File: src/rtl/jpeg_coefficient_quantizer_unit_defines.svh
// Assertion macros for the coefficient quantizer.
// Each macro expects clk and arst_n in the scope where it is used.
`ifndef JPEG_COEFFICIENT_QUANTIZER_UNIT_DEFINES_SVH
`define JPEG_COEFFICIENT_QUANTIZER_UNIT_DEFINES_SVH

// The consequent may start with a delay operator.
`define JCQ_ASSERT_THEN(label, ante, cons, msg) \
	label: assert property (@(posedge clk) disable iff (!arst_n) (ante) |-> cons) \
		else $error(msg);

`define JCQ_ASSERT_NEXT(label, ante, cons, msg) \
	label: assert property (@(posedge clk) disable iff (!arst_n) (ante) |=> (cons)) \
		else $error(msg);

`endif

File: src/rtl/jcq_pkg.sv
`default_nettype none

package jcq_pkg;

	localparam int COEF_W  = 16;
	localparam int POS_W   = 6;
	localparam int SHIFT_W = 4;

	typedef enum logic {
		OP_LOAD  = 1'b0,
		OP_QUANT = 1'b1
	} op_t;

	typedef struct packed {
		logic [COEF_W-1:0]  recip;
		logic [COEF_W-1:0]  corr;
		logic [SHIFT_W-1:0] shift;
	} entry_t;

	typedef struct packed {
		logic              valid;
		logic              sign;
		logic [COEF_W-1:0] mag;
		logic [POS_W-1:0]  pos;
	} item_t;

endpackage

`default_nettype wire

File: src/rtl/jpeg_coefficient_quantizer_unit.sv
// Reciprocal quantizer for signed 16-bit DCT coefficients. One item is taken in every
// clock cycle and busy is always low. A quantize item shows its result on quantized and
// out_position with done high for one cycle, after passing its registered stages: one
// stage for the table read and magnitude, one for the correction add, one for the
// 16x16 reciprocal multiply and one for the shift and sign restore. A load item writes
// its table entry at its transfer and gives no result; a quantize item in the very next
// cycle already sees it. The result cannot be held off, so a result not captured in its
// cycle is gone. The table has no reset: quantize only positions that were loaded.
`default_nettype none

`include "jpeg_coefficient_quantizer_unit_defines.svh"

module jpeg_coefficient_quantizer_unit #(
	parameter int BLOCK_POSITIONS = 64
) (
	input  wire logic                                clk,
	input  wire logic                                arst_n,
	input  wire logic                                start,
	output logic                                     busy,
	input  wire logic                                operation,
	input  wire logic        [jcq_pkg::POS_W-1:0]    position,
	input  wire logic signed [jcq_pkg::COEF_W-1:0]   coefficient,
	input  wire logic        [jcq_pkg::COEF_W-1:0]   reciprocal,
	input  wire logic        [jcq_pkg::COEF_W-1:0]   correction,
	input  wire logic        [jcq_pkg::SHIFT_W-1:0]  shift_amount,
	output logic                                     done,
	output logic signed [jcq_pkg::COEF_W-1:0]        quantized,
	output logic        [jcq_pkg::POS_W-1:0]         out_position
);

	localparam int IDX_W     = $clog2(BLOCK_POSITIONS);
	localparam int MOD_STEPS = (2**jcq_pkg::POS_W) / BLOCK_POSITIONS;

	logic                       accept;
	logic                       is_quant;
	logic [jcq_pkg::POS_W-1:0]  rem;
	logic [IDX_W-1:0]           idx;
	logic [jcq_pkg::COEF_W-1:0] coef_u;
	jcq_pkg::entry_t            wentry;
	jcq_pkg::entry_t            entry_s1;
	jcq_pkg::item_t             item_s1;

	assign busy     = 1'b0;
	assign accept   = start && !busy;
	assign is_quant = (operation == jcq_pkg::OP_QUANT);
	assign coef_u   = coefficient;

	// Position folded into the table: 2**POS_W / BLOCK_POSITIONS conditional subtractions
	// suffice, since the position never reaches 2**POS_W.
	always_comb begin
		rem = position;
		for (int i = 0; i < MOD_STEPS; i++) begin
			if (int'(rem) >= BLOCK_POSITIONS) begin
				rem = rem - jcq_pkg::POS_W'(BLOCK_POSITIONS);
			end
		end
		idx = IDX_W'(rem);
	end

	assign wentry.recip = reciprocal;
	assign wentry.corr  = correction;
	assign wentry.shift = shift_amount;

	jcq_table #(
		.DEPTH(BLOCK_POSITIONS)
	) u_table (
		.clk   (clk),
		.we    (accept && !is_quant),
		.re    (accept && is_quant),
		.addr  (idx),
		.wdata (wentry),
		.rdata (entry_s1)
	);

	// The most negative coefficient wraps to the magnitude 32768.
	always_ff @(posedge clk or negedge arst_n) begin
		if (!arst_n) begin
			item_s1 <= '0;
		end else begin
			item_s1.valid <= accept && is_quant;
			item_s1.sign  <= coefficient[jcq_pkg::COEF_W-1];
			item_s1.mag   <= coefficient[jcq_pkg::COEF_W-1] ? (~coef_u + 1'b1) : coef_u;
			item_s1.pos   <= position;
		end
	end

	jcq_arith u_arith (
		.clk          (clk),
		.arst_n       (arst_n),
		.item_s1      (item_s1),
		.entry_s1     (entry_s1),
		.done         (done),
		.quantized    (quantized),
		.out_position (out_position)
	);

	`JCQ_ASSERT_THEN(a_quant_done, accept && is_quant, ##4 done, "quantize transfer gave no result")
	`JCQ_ASSERT_THEN(a_load_silent, accept && !is_quant, ##4 !done, "load transfer gave a result")
	`JCQ_ASSERT_NEXT(a_pos_follows, item_s1.valid, ##2 (out_position == $past(item_s1.pos, 3)), "position lost in pipeline")

endmodule

`default_nettype wire

File: src/rtl/jcq_table.sv
`default_nettype none

module jcq_table #(
	parameter int DEPTH = 64
) (
	input  wire logic                      clk,
	input  wire logic                      we,
	input  wire logic                      re,
	input  wire logic [$clog2(DEPTH)-1:0]  addr,
	input  wire jcq_pkg::entry_t           wdata,
	output jcq_pkg::entry_t                rdata
);

	jcq_pkg::entry_t mem [DEPTH];

	// A load and a quantize never share an edge, so one port serves both.
	always_ff @(posedge clk) begin
		if (we) begin
			mem[addr] <= wdata;
		end
		if (re) begin
			rdata <= mem[addr];
		end
	end

endmodule

`default_nettype wire

File: src/rtl/jcq_arith.sv
`default_nettype none

module jcq_arith (
	input  wire logic                              clk,
	input  wire logic                              arst_n,
	input  wire jcq_pkg::item_t                    item_s1,
	input  wire jcq_pkg::entry_t                   entry_s1,
	output logic                                   done,
	output logic signed [jcq_pkg::COEF_W-1:0]      quantized,
	output logic        [jcq_pkg::POS_W-1:0]       out_position
);

	localparam int W = jcq_pkg::COEF_W;

	logic                        valid_s2;
	logic                        sign_s2;
	logic [jcq_pkg::POS_W-1:0]   pos_s2;
	logic [W-1:0]                sum_s2;
	logic [W-1:0]                recip_s2;
	logic [jcq_pkg::SHIFT_W-1:0] shift_s2;

	logic                        valid_s3;
	logic                        sign_s3;
	logic [jcq_pkg::POS_W-1:0]   pos_s3;
	logic [W-1:0]                hi_s3;
	logic [jcq_pkg::SHIFT_W-1:0] shift_s3;

	logic                        valid_s4;
	logic [jcq_pkg::POS_W-1:0]   pos_s4;
	logic [W-1:0]                quant_s4;

	logic [2*W-1:0] prod;
	logic [W-1:0]   shifted;
	logic [W-1:0]   sign_mask;

	assign prod      = sum_s2 * recip_s2;
	assign shifted   = hi_s3 >> shift_s3;
	assign sign_mask = {W{sign_s3}};

	always_ff @(posedge clk or negedge arst_n) begin
		if (!arst_n) begin
			valid_s2 <= 1'b0;
			valid_s3 <= 1'b0;
			valid_s4 <= 1'b0;
		end else begin
			valid_s2 <= item_s1.valid;
			valid_s3 <= valid_s2;
			valid_s4 <= valid_s3;
		end
	end

	always_ff @(posedge clk) begin
		// The correction is added modulo 2^16, as the table entry defines it.
		sign_s2  <= item_s1.sign;
		pos_s2   <= item_s1.pos;
		sum_s2   <= item_s1.mag + entry_s1.corr;
		recip_s2 <= entry_s1.recip;
		shift_s2 <= entry_s1.shift;

		sign_s3  <= sign_s2;
		pos_s3   <= pos_s2;
		hi_s3    <= prod[2*W-1:W];
		shift_s3 <= shift_s2;

		pos_s4   <= pos_s3;
		quant_s4 <= (shifted ^ sign_mask) - sign_mask;
	end

	assign done         = valid_s4;
	assign quantized    = $signed(quant_s4);
	assign out_position = pos_s4;

endmodule

`default_nettype wire
File: config.mk
export PLATFORM = sky130hd
export DESIGN_NAME = jpeg_coefficient_quantizer_unit
export DESIGN_NICKNAME = d
export VERILOG_FILES = /design/src/rtl/jcq_pkg.sv /design/src/rtl/jpeg_coefficient_quantizer_unit.sv /design/src/rtl/jcq_table.sv /design/src/rtl/jcq_arith.sv
export VERILOG_INCLUDE_DIRS = /design/src /design/src/rtl
export SDC_FILE = /design/constraint.sdc
export NUM_CORES = 2
export LEC_CHECK = 0
export ABC_AREA = 1
export BUFFER_PORTS_ARGS = -buffer_cell sky130_fd_sc_hd__buf_4
export CORE_AREA = 4 4 540 542
export DETAILED_ROUTE_END_ITERATION = 6
export DIE_AREA = 0 0 544 546
export PLACE_DENSITY_LB_ADDON = 0.2
export SLEW_MARGIN = 15
export SYNTH_ARGS = -nofsm -noshare
export SYNTH_HDL_FRONTEND = slang
export SYNTH_SLANG_ARGS = --single-unit
File: constraint.sdc
create_clock -name clk -period 4.8 [get_ports clk]
set_input_delay 0.24 -clock clk [delete_from_list [all_inputs] [get_ports clk]]
set_output_delay 0.24 -clock clk [all_outputs]
set_load 0.05 [all_outputs]
=== Yosys cells after proc, flatten, opt, wreduce, memory -nomap -nowiden ===
Memory sizes are Yosys's and may differ from the RTL's. A register that Yosys moved wholly into a read port is not among the register bits.
Index checks and enable logic that the tools add are counted.

* Register bits: 119
* RAM bits: 2304
* Input port bits: 62
* Word-level logic and storage cells: 32
* Memories: 1

* Add/subtract/negate cells: 3
* Multipliers: 1
* Shift-type cells: 1
* Multiplexer cells: 3
* Bitwise logic cells: 2
* Reductions and logical operators: 3

{| class="wikitable"
|+ Memories
! memory !! depth !! width !! read ports !! clocked after Yosys merged registers in !! write ports !! line !! source
|-
| u_table.mem || 64 || 36 || 1 || 1 || 1 || jcq_table.sv:14 || <nowiki>jcq_pkg::entry_t mem [DEPTH];</nowiki>
|}

{| class="wikitable"
|+ Operators with widths
! cell !! number
|-
| $mul 16x16->32 || 1
|-
| $add 16x1->16 const B || 1
|-
| $add 16x16->16 || 1
|-
| $mux 16 || 1
|-
| $not 16->16 || 1
|-
| $shr 16x4->16 || 1
|-
| $sub 16x16->16 || 1
|-
| $xor 16x16->16 || 1
|-
| $logic_and 1x1->1 || 2
|-
| $mux 1 || 2
|-
| $logic_not 1->1 || 1
|}

=== Depth between registers and ports, before layout ===
* Depth after elaboration: 4
* Mapped depth: 23

=== Hierarchy ===
Synthesis repeated with hierarchy kept, for this count alone.

* Cells, all modules: 11358
* Area, all modules: 112247.7 um^2

{| class="wikitable"
|+ Modules (own cells, without submodules)
! module !! times used !! cells each !! area each (um^2) !! seq. area each (um^2)
|-
| jcq_table || 1 || 9485 || 97857.6 || 70267.4
|-
| jcq_arith || 1 || 1754 || 13342.8 || 1916.8
|-
| jpeg_coefficient_quantizer_unit || 1 || 119 || 1047.3 || 600.6
|}

=== Least setup slack after synthesis ===
Ideal clock, no wire load.

* Path kind: reg-to-reg
* Start: reg u_arith.recip_s2[1]
* End: reg u_arith.hi_s3[14]
* Data arrival time: 5.144 ns
* Data required time: 4.677 ns
* Path slack: -0.468 ns
* Cell stages (with the launch flop): 22
* Buffers on the path: 2
* Period minus slack after synthesis: 5.268 ns
* Cells stage by stage: dfxtp_1 > clkbuf_1 > clkbuf_1 > nand2_1 > fa_1 > fa_1 > inv_1 > fa_1 > fa_1 > fa_1 > inv_1 > fa_1 > inv_1 > ha_1 > nand2_1 > nor2_1 > inv_1 > nor3_1 > nand3_1 > nand3_1 > a21oi_1 > xor2_1

* Longest elaborated chain between the ends: 1

{| class="wikitable"
|+ RTL lines
! element !! line !! source
|-
| start: declaration || jcq_arith.sv:19 || <nowiki>logic [W-1:0] recip_s2;</nowiki>
|-
| start signal: assignment || jcq_arith.sv:57 || <nowiki>recip_s2 <= entry_s1.recip;</nowiki>
|-
| $mul 16x16->32 || jcq_arith.sv:36 || <nowiki>assign prod = sum_s2 * recip_s2;</nowiki>
|-
| net u_arith.prod[30] || jcq_arith.sv:32 || <nowiki>logic [2*W-1:0] prod;</nowiki>
|-
| end signal: assignment || jcq_arith.sv:62 || <nowiki>hi_s3 <= prod[2*W-1:W];</nowiki>
|-
| end: declaration || jcq_arith.sv:25 || <nowiki>logic [W-1:0] hi_s3;</nowiki>
|}

The timed path passes the listed nets, and every way through them passes these cells.

=== Worst setup path in the final report ===
* Start: reg u_arith.recip_s2[4]
* End: reg u_arith.hi_s3[14]

Same word-level chain as after synthesis.

==> flow_metrics.env <==
export IMPL_cts_root_buf="clkbuf_16"
export IMPL_drtIter0Drc=5493
export IMPL_skew_ps=33.3
export IMPL_synthArstFlopShare_pct=1.10
export IMPL_setup_slack_ps=-269
export IMPL_crit_path_frequent_cell="fa_1"
export IMPL_syn_area_um2=99900
export IMPL_crit_path_top_delay_cell="fa_1"
export IMPL_total_switching_power_mw=29.4
export IMPL_layout_drive_gt1_share_pct=13.6
export IMPL_end_kind="flop"
export IMPL_internal_power_mw=53.4
export IMPL_finalCritPeriodShare_pct=106
export IMPL_slew_violations=0
export IMPL_clockBufferDepth=4
export IMPL_crit_chain="buf_12, nand2_1, inv_1, fa_1, inv_1, fa_1, inv_2, fa_1, fa_1, fa_1, inv_1, fa_1, inv_2, ha_4, nand2_2, nor2_2, inv_2, nor3_4, nand3_2, nand3_4, a21oi_2, xor2_1"
export IMPL_rsz0062_at_grt="yes"
export IMPL_min_path_cells=2
export IMPL_worstSetupPathType="reg -> reg"
export IMPL_io_buffers=84
export IMPL_worstPathRequired_ps=5520
export IMPL_grt_pass1_wl_um=440000
export IMPL_avgSynthCellArea_um2=13.5
export IMPL_rows=197
export IMPL_initial_core_util_pct=34.8
export IMPL_ys_seq_elements=2459
export IMPL_max_vdd_ir_drop_uv=2280
export IMPL_yosysWarnings=0
export IMPL_fmax_mhz=197
export IMPL_finalSetupViolCount=16
export IMPL_hold_path_class="in -> reg"
export IMPL_combPwrFrac_pct=46.6
export IMPL_slew_headroom_pct=26.7
export IMPL_p_seq_share_pct=29.3
export IMPL_coreArea_um2=287000
export IMPL_numCtsBuffers=271
export IMPL_wl_um=306000
export IMPL_wl_per_cell_um=25.8
export IMPL_synth_top_area_share_pct=70.3
export IMPL_ys_types=47
export IMPL_grt_pass1_vias=61300
export IMPL_antenna_found_initial=15
export IMPL_die_width_um=544
export IMPL_powerDensity_nw_per_um2=701
export IMPL_dr_total_vias=61600
export IMPL_power_switching_share_pct=35.5
export IMPL_ant_nets=0
export IMPL_fin_nets=8219
export IMPL_critPathMaxFanout=4
export IMPL_ys_seq_area_share_pct=72.8
export IMPL_dieArea_um2=297000
export IMPL_synth_top_area_cell="edfxtp_1"
export IMPL_htreeDepth=5
export IMPL_grt_max_degree=86
export IMPL_status="complete, but fails checks"
export IMPL_hpwl_um=179000
export IMPL_syn_nets=7773
export IMPL_start_kind="flop"
export IMPL_r2r_cells=22
export IMPL_chipHeight_um=546
export IMPL_critPathArrivalTime_ps=5790
export IMPL_yosys_top_cells_area="edfxtp_1 (70%), nand2_1 (8.2%), fa_1 (3.9%)"
export IMPL_drc=0
export IMPL_dp_slack_ps=-514
export IMPL_synth_edf_count=2340
export IMPL_cap_violations=0
export IMPL_clk_pin_slew_worst_paths_ps=60
export IMPL_grt_ovfl_total=0
export IMPL_clock_sinks=2459
export IMPL_fin_setup_tns_ps=-2770
export IMPL_via_per_inst=5.21
export IMPL_insertion_delay_ps=840
export IMPL_worstMarginPinSlew_ps=1090
export IMPL_ys_flop_type="edfxtp_1"
export IMPL_io_pins=86
export IMPL_pwr_share_clk_pct=24.1
export IMPL_p_leak_nw=42.5
export IMPL_grt_usage_pct=20.2
export IMPL_utilization_pct=41.2
export IMPL_cts_tree="done"
export IMPL_period_needed_ps=5070
export IMPL_hold_viol=0
export IMPL_failed_checks="negative setup slack"
export IMPL_routabilityCongestion=0.828
export IMPL_synth_cells=7386
export IMPL_syn2layout_area_growth_pct=18.3
export IMPL_cpPeakStageDelay_ps=530
export IMPL_firstDrtPassIters=6
layer usage:
layer  vias to the layer above  share of wire [%]  track usage (%)
met4                         6                1.9             3.95
met2                      1980                 48             33.9
li1                      27400                  -                -
met1                     31700                 44             28.2
met3                       416                5.8             2.56
met5                         -              0.013                0
final timing paths:
kind	from	endpoint	slack, ps
setup / recovery	u_arith.recip_s2[4]	u_arith.hi_s3[14]	-270
hold / removal	coefficient[0]	item_s1[6]	100
setup reg to reg	u_arith.recip_s2[4]	u_arith.hi_s3[14]	-270
hold reg to reg	u_arith.pos_s2[1]	u_arith.pos_s3[1]	320
max in group asynchronous	arst_n	item_s1[6]	4170
min in group asynchronous	arst_n	item_s1[22]	450
kinds of logic after synthesis:
logic type	synth area share (%)
adders and majority gates	5.53
DFF	72.8
buffers and inverters	3.26
AOI/OAI and AO/OA	5.94
other	0.00375
and+or+nand+nor	11.8
xor gates and xnor gates	0.578
layout by cell type, fill, tap and decap left out, types with 12 or more instances in the layout:
master	Yosys	layout
o31ai_1	20	20
dfxtp_1	92	65
nand4_1	244	244
o21ai_1	10	15
xor2_1	30	28
fa_1	194	180
clkbuf_16	0	277
nor2_4	0	72
ha_1	131	114
dlygate4sd3_1	0	75
nand2_1	2192	2157
buf_4	2	352
nor3_1	20	12
nand3_1	159	150
fa_2	0	14
xnor2_1	36	36
nand2_2	0	25
buf_12	0	63
a21oi_1	94	72
dfrtp_1	27	27
o21ai_0	56	42
bufinv_16	0	16
clkinv_2	0	37
buf_6	0	35
inv_2	11	39
clkbuf_1	239	58
nor2_1	239	163
and3_1	13	13
edfxtp_1	2340	2340
inv_1	480	444
a21oi_2	0	17
dfxtp_4	0	18
a221oi_1	236	236
clkinv_1	2	54
ha_4	0	15
a22oi_1	295	295
a22o_1	52	52
through the flow:
stage,std cells,area [µm²],hold slack [ps],power [mW]
detailed placement,11200,108000,201,53.7
CTS,11800,118000,48.5,79.4
floorplan,7386,100000,-55.6,41.8
finish,11800,118000,102,82.8
global route,11800,118000,88.3,88.0
global placement,11200,108000,189,53.8
power by group through the flow:
stage	combinational (mW)	sequential [mW]	clock, mW
6_report	38.6	24.3	20.0
5_1_grt	42.5	24.3	21.2
4_1_cts	34.8	24.3	20.3
3_5_place_dp	29.0	24.7	0
3_3_place_gp	29.2	24.7	0
2_1_floorplan	17.0	24.8	0
final cells by class:
cell class                 instances  area (µm²)
clock buffer                     344        7240
inverter                         493        1910
fill                           26400      169000
timing repair buffer             526        5060
antenna                            9        22.5
clock inverter                   128        1130
sequential                      2459       72900
multi-input combinational       4081       25200
tap                             3781        4730
critical path, delay by kind of cell, from the launching register on:
| family | cells | cell delay (ps) |
|---|---|---|
| adder cells (fa/ha/maj) | 7 | 3250 |
| AND/OR/NAND/NOR | 6 | 690 |
| flip-flops | 1 | 360 |
| AO/OA/AOI/OAI | 1 | 70 |
| XOR/XNOR | 1 | 140 |
| buffers and inverters | 7 | 430 |
cells in the mapped netlist, drive strengths merged (5+ instances only):
master	count
clkbuf	240
buf	113
fa	194
xor2	30
nand3b	9
nand4	244
dfxtp	92
a22oi	295
ha	131
dfrtp	27
a21oi	94
nor2	239
nand3	160
edfxtp	2340
o21a	5
o21ai	66
inv	491
a22o	52
nor4	6
a221oi	236
and3	13
xnor2	36
o211ai	7
o31ai	20
nand2	2192
nor3	27
timing repair:
item	4_1_cts	5_1_grt
hold buffers	76	0
buffers inserted	11	12
endpoints found under the hold margin	1726	0
resized for setup	159	112
pin swaps	35	64
endpoints found under the setup margin	16	16
flip-flops by register name, summed over array words and instances (netlist names), 16 cells and up:
register and flops:
u_table.rdata 36, u_arith.sum_s2 16, u_arith.quantized 16, u_arith.hi_s3 16, u_table.mem 2304, u_arith.recip_s2 16
item_s1 24
(Power assumes the default switching activity.)
